## src/rtl/ebt_pkg.sv

```systemverilog
// Package: types and constants for the emit budget tracker.
package ebt_pkg;

   localparam int BATCH_SLOTS = 16;
   localparam int SLOT_W      = $clog2(BATCH_SLOTS);
   localparam int OCC_W       = $clog2(BATCH_SLOTS + 1);

   localparam logic [1:0] MODE_REQUEST = 2'd0;
   localparam logic [1:0] MODE_AGE     = 2'd1;
   localparam logic [1:0] MODE_FRAME   = 2'd2;

   localparam logic [2:0] REG_MAX_PARTICLES = 3'd0;
   localparam logic [2:0] REG_LOOP_PERIOD   = 3'd1;
   localparam logic [2:0] REG_LOOP_COUNT    = 3'd2;
   localparam logic [2:0] REG_LOOP_FOREVER  = 3'd3;
   localparam logic [2:0] REG_DURATION      = 3'd4;
   localparam logic [2:0] REG_LIFETIME      = 3'd5;

   localparam logic [23:0] LIFETIME_RESET = 24'd4506;

   typedef struct packed {
      logic [1:0]  mode;
      logic [15:0] req_count;
      logic [19:0] delta_time;
   } req_type;

   typedef struct packed {
      logic [15:0] granted;
      logic        emit_now;
      logic [15:0] emit_amount;
      logic [23:0] loop_phase;
      logic [15:0] active_estimate;
   } rsp_type;

endpackage

```

## src/rtl/emit_budget_tracker.sv

```systemverilog
// Top level: emit budget tracker with a memory-based batch store.
//
// One transaction is processed at a time. A request (mode 0) is granted
// against the budget directly. Mode 3 also goes straight to the result and
// changes nothing. Aging (mode 1) walks the batch store as a ring buffer,
// reading and then writing back each occupied slot. Head retirement then
// moves the head pointer instead of shifting data, reading and checking the
// head slot for each retired batch. A frame (mode 2) runs the periodic timer
// by repeated subtraction of loop_period, one period per cycle. Each period
// issues one admission step of loop_count items, which gives the same total
// as one combined request. When there is no schedule time the timer step is
// skipped. A flush into a full store merges with the newest entry. The batch
// store is one synchronous memory of BATCH_SLOTS entries (remaining life and
// size) with a registered read. The result sits in an output register. A new
// transaction is accepted in the cycle after the previous result has been
// taken.
module emit_budget_tracker (
   input  logic                  clock,
   input  logic                  reset,
   input  logic                  req_valid,
   output logic                  req_stall,
   input  ebt_pkg::req_type      req_data,
   output logic                  rsp_valid,
   input  logic                  rsp_stall,
   output ebt_pkg::rsp_type      rsp_data,
   input  logic                  csr_psel,
   input  logic                  csr_penable,
   input  logic                  csr_pwrite,
   input  logic [4:0]            csr_paddr,
   input  logic [31:0]           csr_pwdata,
   output logic [31:0]           csr_prdata,
   output logic                  csr_pready
);
   import ebt_pkg::*;

   localparam logic [3:0] S_IDLE   = 4'd0;
   localparam logic [3:0] S_AGE_RD = 4'd1;
   localparam logic [3:0] S_AGE_WR = 4'd2;
   localparam logic [3:0] S_RET_RD = 4'd3;
   localparam logic [3:0] S_RET_CK = 4'd4;
   localparam logic [3:0] S_LOOP   = 4'd5;
   localparam logic [3:0] S_FLUSH  = 4'd6;
   localparam logic [3:0] S_MRG_RD = 4'd7;
   localparam logic [3:0] S_MRG_WR = 4'd8;
   localparam logic [3:0] S_DONE   = 4'd9;

   // configuration
   logic [15:0] max_particles_ff;
   logic [23:0] loop_period_ff;
   logic [15:0] loop_count_ff;
   logic        loop_forever_ff;
   logic [23:0] duration_ff;
   logic [23:0] lifetime_ff;

   // state
   logic [3:0]        state_ff, state_in;
   logic [15:0]       pending_ff, pending_in;
   logic [15:0]       active_ff, active_in;
   logic [23:0]       timer_ff, timer_in;
   logic [23:0]       elapsed_ff, elapsed_in;
   logic [OCC_W-1:0]  occ_ff, occ_in;
   logic [SLOT_W-1:0] head_ff, head_in;
   logic [OCC_W-1:0]  idx_ff, idx_in;
   logic [24:0]       tacc_ff, tacc_in;   // timer plus scheduled delta
   logic [19:0]       dt_ff, dt_in;
   logic [1:0]        mode_ff, mode_in;
   logic [15:0]       granted_ff, granted_in;
   logic              rsp_valid_ff, rsp_valid_in;
   rsp_type           rsp_ff, rsp_in;

   // batch store memory
   logic [24:0]       mem_rem [BATCH_SLOTS];
   logic [15:0]       mem_size [BATCH_SLOTS];
   logic [SLOT_W-1:0] rd_addr, wr_addr;
   logic              wr_en;
   logic [24:0]       wr_rem, rd_rem_ff;
   logic [15:0]       wr_size, rd_size_ff;

   always_ff @(posedge clock) begin
      if (wr_en) begin
         mem_rem[wr_addr]  <= wr_rem;
         mem_size[wr_addr] <= wr_size;
      end
      rd_rem_ff  <= mem_rem[rd_addr];
      rd_size_ff <= mem_size[rd_addr];
   end

   // configuration port
   logic       cfg_wr;
   logic [2:0] cfg_idx;
   assign csr_pready = 1'b1;
   assign cfg_wr     = csr_psel && csr_penable && csr_pwrite;
   assign cfg_idx    = csr_paddr[4:2];

   always_ff @(posedge clock) begin
      if (reset) begin
         max_particles_ff <= '0;
         loop_period_ff   <= '0;
         loop_count_ff    <= '0;
         loop_forever_ff  <= 1'b1;
         duration_ff      <= '0;
         lifetime_ff      <= LIFETIME_RESET;
      end else if (cfg_wr) begin
         unique case (cfg_idx)
            REG_MAX_PARTICLES: max_particles_ff <= csr_pwdata[15:0];
            REG_LOOP_PERIOD:   loop_period_ff   <= csr_pwdata[23:0];
            REG_LOOP_COUNT:    loop_count_ff    <= csr_pwdata[15:0];
            REG_LOOP_FOREVER:  loop_forever_ff  <= csr_pwdata[0];
            REG_DURATION:      duration_ff      <= csr_pwdata[23:0];
            REG_LIFETIME:      lifetime_ff      <= csr_pwdata[23:0];
            default: ;
         endcase
      end
   end

   always_comb begin
      unique case (cfg_idx)
         REG_MAX_PARTICLES: csr_prdata = {16'd0, max_particles_ff};
         REG_LOOP_PERIOD:   csr_prdata = {8'd0, loop_period_ff};
         REG_LOOP_COUNT:    csr_prdata = {16'd0, loop_count_ff};
         REG_LOOP_FOREVER:  csr_prdata = {31'd0, loop_forever_ff};
         REG_DURATION:      csr_prdata = {8'd0, duration_ff};
         REG_LIFETIME:      csr_prdata = {8'd0, lifetime_ff};
         default:           csr_prdata = '0;
      endcase
   end

   // handshake
   logic accept;
   assign req_stall = (state_ff != S_IDLE) || rsp_valid_ff;
   assign accept    = req_valid && !req_stall;
   assign rsp_valid = rsp_valid_ff;
   assign rsp_data  = rsp_ff;

   // admission: grant against budget
   function automatic logic [15:0] grant_of(input logic [15:0] want,
                                            input logic [15:0] maxp,
                                            input logic [15:0] act,
                                            input logic [15:0] pend);
      logic [16:0] resv;
      logic [16:0] avail;
      begin
         resv  = {1'b0, act} + {1'b0, pend};
         avail = (resv < {1'b0, maxp}) ? ({1'b0, maxp} - resv) : 17'd0;
         if (maxp == 16'd0) grant_of = '0;
         else if ({1'b0, want} < avail) grant_of = want;
         else grant_of = avail[15:0];
      end
   endfunction

   function automatic logic [15:0] sat_add16(input logic [15:0] a, input logic [15:0] b);
      logic [16:0] s;
      begin
         s = {1'b0, a} + {1'b0, b};
         sat_add16 = s[16] ? 16'hFFFF : s[15:0];
      end
   endfunction

   // slot address of ring position p (relative to head)
   function automatic logic [SLOT_W-1:0] slot_of(input logic [SLOT_W-1:0] h,
                                                 input logic [OCC_W-1:0] p);
      logic [OCC_W:0] s;
      begin
         s = {1'b0, {(OCC_W-SLOT_W){1'b0}}, h} + {1'b0, p};
         if (s >= (OCC_W+1)'(BATCH_SLOTS)) s = s - (OCC_W+1)'(BATCH_SLOTS);
         slot_of = s[SLOT_W-1:0];
      end
   endfunction

   logic [24:0] aged;
   logic [23:0] left, sched;
   logic [15:0] g;
   logic [15:0] merged;
   logic [23:0] new_life;

   always_comb begin
      state_in     = state_ff;
      pending_in   = pending_ff;
      active_in    = active_ff;
      timer_in     = timer_ff;
      elapsed_in   = elapsed_ff;
      occ_in       = occ_ff;
      head_in      = head_ff;
      idx_in       = idx_ff;
      tacc_in      = tacc_ff;
      dt_in        = dt_ff;
      mode_in      = mode_ff;
      granted_in   = granted_ff;
      rsp_valid_in = rsp_valid_ff && rsp_stall;
      rsp_in       = rsp_ff;
      rd_addr      = slot_of(head_ff, idx_ff);
      wr_addr      = slot_of(head_ff, idx_ff);
      wr_en        = 1'b0;
      wr_rem       = rd_rem_ff;
      wr_size      = rd_size_ff;
      aged         = (rd_rem_ff > {5'd0, dt_ff}) ? (rd_rem_ff - {5'd0, dt_ff}) : 25'd0;
      left         = (duration_ff > elapsed_ff) ? (duration_ff - elapsed_ff) : 24'd0;
      sched        = ({4'd0, dt_ff} > left) ? left : {4'd0, dt_ff};
      g            = grant_of(loop_count_ff, max_particles_ff, active_ff, pending_ff);
      merged       = sat_add16(rd_size_ff, pending_ff);
      new_life     = lifetime_ff;

      unique case (state_ff)
         S_IDLE: begin
            if (accept) begin
               mode_in    = req_data.mode;
               dt_in      = req_data.delta_time;
               granted_in = '0;
               idx_in     = '0;
               case (req_data.mode)
                  MODE_REQUEST: begin
                     granted_in = (req_data.req_count == 16'd0) ? 16'd0 :
                        grant_of(req_data.req_count, max_particles_ff, active_ff, pending_ff);
                     pending_in = sat_add16(pending_ff, granted_in);
                     state_in   = S_DONE;
                  end
                  MODE_AGE:   state_in = S_AGE_RD;
                  MODE_FRAME: begin
                     state_in = S_FLUSH;
                     if (loop_period_ff != 24'd0 && loop_count_ff != 16'd0) begin
                        if (!loop_forever_ff) begin
                           left  = (duration_ff > elapsed_ff) ?
                                   (duration_ff - elapsed_ff) : 24'd0;
                           sched = ({4'd0, req_data.delta_time} > left) ?
                                   left : {4'd0, req_data.delta_time};
                           elapsed_in = elapsed_ff + sched;
                        end else begin
                           sched = {4'd0, req_data.delta_time};
                        end
                        if (sched != 24'd0) begin
                           tacc_in  = {1'b0, timer_ff} + {1'b0, sched};
                           state_in = S_LOOP;
                        end
                     end
                  end
                  default: state_in = S_DONE;
               endcase
            end
         end
         // aging pass: read slot idx
         S_AGE_RD: begin
            if (idx_ff == occ_ff) begin
               idx_in   = '0;
               state_in = S_RET_RD;
            end else begin
               state_in = S_AGE_WR;
            end
         end
         S_AGE_WR: begin
            wr_en    = 1'b1;
            wr_rem   = aged;
            idx_in   = idx_ff + 1'b1;
            rd_addr  = slot_of(head_ff, idx_ff + 1'b1);
            state_in = S_AGE_RD;
         end
         // retirement: read the head slot, checked in the next cycle
         S_RET_RD: begin
            rd_addr  = head_ff;
            state_in = (occ_ff == '0) ? S_DONE : S_RET_CK;
         end
         S_RET_CK: begin
            if (rd_rem_ff == 25'd0) begin
               active_in = (active_ff < rd_size_ff) ? 16'd0 : active_ff - rd_size_ff;
               head_in   = slot_of(head_ff, (OCC_W)'(1));
               occ_in    = occ_ff - 1'b1;
               rd_addr   = slot_of(head_ff, (OCC_W)'(1));
               state_in  = S_RET_RD;
            end else begin
               state_in = S_DONE;
            end
         end
         // one period per cycle
         S_LOOP: begin
            if (tacc_ff >= {1'b0, loop_period_ff}) begin
               tacc_in    = tacc_ff - {1'b0, loop_period_ff};
               pending_in = sat_add16(pending_ff, g);
            end else begin
               timer_in = tacc_ff[23:0];
               state_in = S_FLUSH;
            end
         end
         S_FLUSH: begin
            rd_addr = slot_of(head_ff, occ_ff - 1'b1);
            if (pending_ff == 16'd0) begin
               state_in = S_DONE;
            end else if (occ_ff < (OCC_W)'(BATCH_SLOTS)) begin
               wr_en      = 1'b1;
               wr_addr    = slot_of(head_ff, occ_ff);
               wr_rem     = {1'b0, lifetime_ff};
               wr_size    = pending_ff;
               occ_in     = occ_ff + 1'b1;
               active_in  = sat_add16(active_ff, pending_ff);
               granted_in = pending_ff;   // holds the flushed amount
               pending_in = '0;
               state_in   = S_DONE;
            end else begin
               state_in = S_MRG_RD;
            end
         end
         S_MRG_RD: begin
            rd_addr  = slot_of(head_ff, occ_ff - 1'b1);
            state_in = S_MRG_WR;
         end
         S_MRG_WR: begin
            wr_en      = 1'b1;
            wr_addr    = slot_of(head_ff, occ_ff - 1'b1);
            wr_size    = merged;
            wr_rem     = (rd_rem_ff < {1'b0, new_life}) ? {1'b0, new_life} : rd_rem_ff;
            active_in  = sat_add16(active_ff, pending_ff);
            granted_in = pending_ff;
            pending_in = '0;
            state_in   = S_DONE;
         end
         S_DONE: begin
            rsp_valid_in           = 1'b1;
            rsp_in                 = '0;
            rsp_in.active_estimate = active_ff;
            if (mode_ff == MODE_REQUEST) begin
               rsp_in.granted = granted_ff;
            end else if (mode_ff == MODE_FRAME) begin
               rsp_in.emit_now    = (granted_ff != 16'd0);
               rsp_in.emit_amount = granted_ff;
               rsp_in.loop_phase  = (granted_ff != 16'd0) ? 24'd0 : timer_ff;
            end
            state_in = S_IDLE;
         end
         default: state_in = S_IDLE;
      endcase
   end

   always_ff @(posedge clock) begin
      if (reset) begin
         state_ff     <= S_IDLE;
         pending_ff   <= '0;
         active_ff    <= '0;
         timer_ff     <= '0;
         elapsed_ff   <= '0;
         occ_ff       <= '0;
         head_ff      <= '0;
         rsp_valid_ff <= 1'b0;
      end else begin
         state_ff     <= state_in;
         pending_ff   <= pending_in;
         active_ff    <= active_in;
         timer_ff     <= timer_in;
         elapsed_ff   <= elapsed_in;
         occ_ff       <= occ_in;
         head_ff      <= head_in;
         rsp_valid_ff <= rsp_valid_in;
      end
   end

   always_ff @(posedge clock) begin
      idx_ff     <= idx_in;
      tacc_ff    <= tacc_in;
      dt_ff      <= dt_in;
      mode_ff    <= mode_in;
      granted_ff <= granted_in;
      rsp_ff     <= rsp_in;
   end

   // checks
   a_occ_bound: assert property (@(posedge clock) disable iff (reset)
      occ_ff <= (OCC_W)'(BATCH_SLOTS)) else $error("occupancy overflow");
   a_no_accept_busy: assert property (@(posedge clock) disable iff (reset)
      (state_ff != S_IDLE) |-> !accept) else $error("accept while busy");
   a_rsp_from_done: assert property (@(posedge clock) disable iff (reset)
      $rose(rsp_valid_ff) |-> $past(state_ff) == S_DONE) else $error("stray result");
   a_flush_clears: assert property (@(posedge clock) disable iff (reset)
      (state_ff == S_DONE && mode_ff == MODE_FRAME) |-> pending_ff == 16'd0)
      else $error("pending not flushed");

endmodule
```

## config.mk

```make
export PLATFORM = sky130hd
export DESIGN_NAME = emit_budget_tracker
export DESIGN_NICKNAME = d
export VERILOG_FILES = /design/src/rtl/ebt_pkg.sv /design/src/rtl/emit_budget_tracker.sv
export SDC_FILE = /design/constraint.sdc
export NUM_CORES = 2
export LEC_CHECK = 0
export CAP_MARGIN = 20
export CORE_UTILIZATION = 58
export CTS_CLUSTER_DIAMETER = 120
export DETAILED_ROUTE_END_ITERATION = 7
export DONT_BUFFER_PORTS = 1
export PLACE_DENSITY = 0.77
export SYNTH_ARGS = -nofsm -noshare
export SYNTH_HDL_FRONTEND = slang
export SYNTH_SLANG_ARGS = --single-unit
```

## constraint.sdc

```tcl
create_clock -name clock -period 9.1 [get_ports clock]
set_clock_uncertainty 0.05 [all_clocks]
set_input_delay 0.91 -clock clock [delete_from_list [all_inputs] [get_ports clock]]
set_output_delay 0.91 -clock clock [all_outputs]
set_load 0.03 [all_outputs]
```

# After elaboration in Yosys (flattened, before gate mapping)
# Memories as Yosys holds them, arrays and structs flattened. A register that Yosys moved wholly into a read port is not among the register bits.
# Index checks and enable logic that the tools add are counted.
# W data, S select, Z words.
[word_totals]
inputBits = 82
output_inout_bits = 108
memories = 2
latch_bits = 0
regBits = 340
mem_bits_rw = 656
rom_bits = 0
wordCells = 230
[classes]
n_div = 0
n_mul = 0
addsub = 24
muxes = 85
shift = 0
n_eq_ne = 29
n_reduce_logical = 48
order_cmp = 15
bitwise_logic = 3
[memory_table]
columns = ["name", "words", "width", "rd", "rd_ports_with_merged_regs", "wr", "line_no", "text"]
rows = [
  ["mem_rem", 16, 25, 1, 1, 1, "emit_budget_tracker.sv:72", "logic [24:0] mem_rem [BATCH_SLOTS];"],
  ["mem_size", 16, 16, 1, 1, 1, "emit_budget_tracker.sv:73", "logic [15:0] mem_size [BATCH_SLOTS];"],
]
[ops]
columns = ["op", "count"]
rows = [
  ["$mux W16", 27],
  ["$mux W25", 9],
  ["$mux W24", 7],
  ["$pmux W24 S6", 1],
  ["$pmux W16 S3", 2],
  ["$pmux W25 S3", 1],
  ["$add A16 B16 Y17", 4],
  ["$pmux W16 S4", 1],
  ["$mux W4", 14],
  ["$pmux W25 S2", 1],
  ["$logic_not A16 Y1", 3],
  ["$reduce_bool A24 Y1", 2],
  ["$pmux W4 S9", 1],
  ["$lt A16 B17 Y1", 2],
  ["$pmux W16 S2", 1],
  ["$reduce_bool A16 Y1", 2],
  ["$add A24 B24 Y25", 1],
  ["$ge A25 B24 Y1", 1],
  ["$gt A25 B20 Y1", 1],
  ["$logic_not A25 Y1", 1],
  ["$lt A25 B24 Y1", 1],
  ["$mux W5", 5],
  ["$sub A25 B20 Y25", 1],
  ["$sub A25 B24 Y25", 1],
  ["54 further kinds", 114],
]

# Logic depth before layout (Yosys ltp)
[logic_depth]
ltp_word = 15
ltp_mapped = 47
mapped_depth_nobuf = 45

# Worst setup path after synthesis
# OpenSTA, ideal clock, no wires.
[synth_timing]
kind = "reg2reg"
startpoint = "reg pending_ff[4]"
endpoint = "reg pending_ff[14]"
stages_incl_launch_ff = 47
period_less_slack_ns = 9.009
required_time_ns = 8.918
setup_time_ns = 0.132
t_arrival_ns = 8.826
n_path_buf = 1
setup_slack_ns = 0.091
cell_sequence = "dfxtp_1 > ha_1 > or4_4 > o21ai_2 > nor3_1 > o41a_1 > o21ai_0 > nand2b_1 > a21o_1 > nand2_1 > nand2b_1 > xnor2_1 > ha_1 > and3_1 > and2_1 > nand2_1 > nor4_1 > a31oi_2 > [... 11 more ...] > a211oi_1 > a21bo_2 > a211oi_4 > mux2i_1 > nor2_1 > ha_1 > fa_1 > a21o_1 > a21oi_1 > o21bai_1 > a21oi_1 > o211ai_1 > a221oi_1 > o31ai_1 > a211oi_1 > a31oi_1 > o311ai_0 > a21oi_1"
[synth_via]
elab_chain_cells = 15
word_cells_on_any_way = 25
classes_between = "add/sub: 4; order compare: 3; eq/ne: 1; mux: 15; reduce/logical: 2"
[synth_rtl]
columns = ["item", "line_no", "text"]
rows = [
  ["start, declared", "emit_budget_tracker.sv:57", "logic [15:0] pending_ff, pending_in;"],
  ["start signal, assigned", "emit_budget_tracker.sv:343", "pending_ff <= pending_in;"],
  ["$add A16 B16 Y17", "emit_budget_tracker.sv:143", "resv = {1'b0, act} + {1'b0, pend};"],
  ["$sub A16 B17 Y17 / $lt A17 B16 Y1 (equally long branches)", "emit_budget_tracker.sv:144", "avail = (resv < {1'b0, maxp}) ? ({1'b0, maxp} - resv) : 17'd0;"],
  ["$mux W17", "emit_budget_tracker.sv:144", ""],
  ["$lt A16 B17 Y1", "emit_budget_tracker.sv:146", "else if ({1'b0, want} < avail) grant_of = want;"],
  ["$mux W16", "emit_budget_tracker.sv:146", ""],
  ["$mux W16", "emit_budget_tracker.sv:145", "if (maxp == 16'd0) grant_of = '0;"],
  ["$mux W16", "emit_budget_tracker.sv:210", "case (req_data.mode)"],
  ["$mux W16", "emit_budget_tracker.sv:205", "if (accept) begin"],
  ["$mux W16", "emit_budget_tracker.sv:203", "unique case (state_ff)"],
  ["$mux W16", "emit_budget_tracker.sv:212", "granted_in = (req_data.req_count == 16'd0) ? 16'd0 :"],
  ["$add A16 B16 Y17", "emit_budget_tracker.sv:154", "s = {1'b0, a} + {1'b0, b};"],
  ["$mux W16", "emit_budget_tracker.sv:155", "sat_add16 = s[16] ? 16'hFFFF : s[15:0];"],
  ["$mux W16", "emit_budget_tracker.sv:210", ""],
  ["$mux W16", "emit_budget_tracker.sv:205", ""],
  ["$pmux W16 S4", "emit_budget_tracker.sv:203", ""],
]
# Parallel ways exist; a longest one is shown, timed or not. The select of a mux whose other input is x is not followed.
# A chain may end at the register's enable or synchronous reset.

# Worst setup path in the final report
[layout_timing]
startpoint = "reg pending_ff[4]"
endpoint = "reg pending_ff[15]"
# Same word-level chain as after synthesis.

==> results.toml <==
[sta]
final_hold_viol_count = 0
max_freq_mhz = 114
finalSetupTns_ps = 0
worst_pin_slew_ps = 1240
slew_viol_final = 0
relSlewSlack = 0.189
min_period_ps = 8770
timing.final.ws_setup_ps = 329
layout_worst_path_cycle_share = 0.964
setup_viol = 0
final.hold.worst_slack_ps = 240

[worst_setup_path]
timing.rr.start = "pending_ff[4]$_SDFFE_PP0P_"
critPathLaunchType = "flop"
crit_fanout = 3
arrival_ps = 9310
rr_endpoint = "pending_ff[15]$_SDFFE_PP0P_"
r2r_cells = 49
r2r_slack_ps = 330
cpMostUsedCell = "a21o_1"
crit_path_end_kind = "flop"
path_class = "flop to flop"
cp.required_ps = 9640
max_stage_delay_ps = 520
crit_slowest_cell = "or4_4"

[pwr]
powerDensity_nw_per_um2 = 335
ir_drop_uv = 339
power.leakage_nw = 22.3

[yosys]
post_synth_most_frequent_cells = "edfxtp_1 (797), nand2_1 (764), a21oi_1 (431)"
synth_most_common_cell = "edfxtp_1"
synth_edf_count = 797
yosys.area.top_type = "edfxtp_1"
seq_area_frac_synth = 0.522
synth_top_cells_by_area = "edfxtp_1 (43%), dfxtp_1 (8.7%), ha_1 (6.9%)"
ys_warn_count = 0
synthesis.area_um2 = 55000
synth_top_cell_area_share = 0.435
synthArstFlopShare = 0
ys_ff_latch = 1037
synthDistinctLibCells = 93
synth_cells = 5304
synth_ff_type = "edfxtp_1"
syn_avg_cell_area_um2 = 10.4

[hold_path]
min_from = "reset"
min_to = "active_ff[13]$_SDFFE_PP0P_"
min_path_type = "primary input to flop"
holdPathStages = 1

[cts]
cts_hold_buf = 0
cts_tree = "built"
clkLatencyLatePin_ps = 710
cts_buffers = 101
h-tree-depth = 3
clkSinkCount = 1037
clk_path_buf_depth = 3
cts.clk_slew.worst_paths_ps = 60
cts_root_buf = "clkbuf_16"

[die]
die_w_um = 310
ioPinCount = 190
dieHeight_um = 310
start_util = 0.588
die_area_um2 = 96100
design.core.area_um2 = 93600
rows = 112

[final_layout]
utilization = 0.650
synthToLayoutAreaGrowth_pct = 10.5
fin_nets = 5703
finalInstanceArea_um2 = 60800
layout-drive-gt1-share = 0.0846
nFillCells = 7155

[drt]
drt-total-wl_mm = 153
drc = 0
post_drt_wl_per_cell_um = 23.1
via_per_inst = 6.33
drtIter0Drc = 4400
drtPass1Iterations = 6
vias = 42100
ant_nets = 0

[status]
status = "finished, final reports clean"

[grt]
grt_pass1_vias = 39600
grt_max_degree = 193
grtUsageTotal = 0.313
grt_antenna_before_repair = 4
grt_pass1_wl_mm = 231
grt_overflow = 0

[placement]
port_buffers = 0
place_ws_ps = -47.1
hpwl_mm = 100
placed_area_um2 = 56900
gp_congestion = 1.01

[job]
drv_cap = 0
==> power breakdown <==
group          total [mW]  leakage, nW  switching, mW  internal [mW]
clock network        4.43         1.74           1.85           2.58
registers            6.80         9.15          0.421           6.38
logic                9.11         11.4           5.76           3.35
total                20.3         22.3           8.04           12.3
==> layout make-up <==
type	count	area, um^2	share of cell area
diodes	2	5.00	0.0000823
clock buffers	141	2890	0.0475
clock inverters	48	667	0.0110
inverters	224	841	0.0138
multi-input cells	3780	24800	0.408
flip-flops and latches	1037	28700	0.472
well taps	1254	1570	0.0258
repair buffers	160	1310	0.0215
==> cell families (layout without fill, tap and decap cells) <==
family	Yosys count	count (layout)	share of synthesized area
AOI/OAI and AO/OA	1481	1481	0.177
and+or+nand+nor	1683	1683	0.142
buffers and inverters	501	573	0.0353
muxes	106	106	0.0211
DFF	1037	1037	0.522
other	2	18	0.000136
adders and majority gates	319	319	0.0745
xor gates and xnor gates	175	175	0.0279
==> critical path, delay by kind of cell (launching register included) <==
family	cells	cell delay, ps
AO/OA/AOI/OAI	25	4250
XOR/XNOR	1	120
adder cells (fa/ha/maj)	5	1370
buffers and inverters	5	650
flip-flops	1	320
multiplexers	1	170
AND/OR/NAND/NOR	12	1700
==> timing repair <==
action / 4_1_cts / 5_1_grt
pin swaps: 0 / 25
resized for setup: 3 / 47
gates cloned: 0 / 1
endpoints found under the hold margin: 0 / 0
setup endpoints to repair: 11 / 17
buffers inserted: 0 / 10
==> metrics by stage <==
| stage | std cells | power, mW |
|---|---|---|
| after floorplan | 5318 | 13.0 |
| after global placement | 6436 | 15.4 |
| after detailed placement | 6438 | 15.6 |
| after CTS | 6627 | 20.0 |
| after global routing | 6644 | 21.4 |
| final | 6646 | 20.3 |
==> how the worst max path moves through the flow <==
| stage | start | to | slack [ps] | depth (start not counted) |
|---|---|---|---|---|
| after floorplan | pending_ff[4]$_SDFFE_PP0P_ | pending_ff[14]$_SDFFE_PP0P_ | 90 | 46 |
| after global placement | pending_ff[4]$_SDFFE_PP0P_ | pending_ff[2]$_SDFFE_PP0P_ | 60 | 46 |
| after detailed placement | pending_ff[4]$_SDFFE_PP0P_ | pending_ff[14]$_SDFFE_PP0P_ | -50 | 46 |
| after CTS | pending_ff[4]$_SDFFE_PP0P_ | pending_ff[14]$_SDFFE_PP0P_ | 20 | 46 |
| after global routing | pending_ff[4]$_SDFFE_PP0P_ | pending_ff[15]$_SDFFE_PP0P_ | -120 | 48 |
| final | pending_ff[4]$_SDFFE_PP0P_ | pending_ff[15]$_SDFFE_PP0P_ | 330 | 49 |
==> state kept, by name, indices dropped and copies added, names as in the netlist, 20 cells and up <==
register	cells
dt_ff	20
rsp_data	73
elapsed_ff	24
duration_ff	24
lifetime_ff	24
mem_size	256
loop_period_ff	24
mem_rem	400
timer_ff	24
rd_rem_ff	25
tacc_ff	25
==> layout by cell type, fill, tap and decap left out, types with 95 or more instances in the layout <==
cell / instances
buf_4: 148
nand2_1: 763
dfxtp_1: 240
a21oi_1: 423
and2_1: 242
clkbuf_16: 103
o21ai_0: 191
a31oi_1: 102
nor2_1: 267
ha_1: 300
xnor2_1: 95
a211oi_1: 238
inv_1: 223
edfxtp_1: 797
==> per-layer routing <==
metal	track usage	vias to the layer above	part of all wire
met5	0	-	0.00019
met4	0.133	6	0.041
met3	0.0501	362	0.086
met2	0.512	1815	0.47
met1	0.414	20200	0.40
li1	-	19700	-
Note: power is estimated with default switching activity, not from simulation.
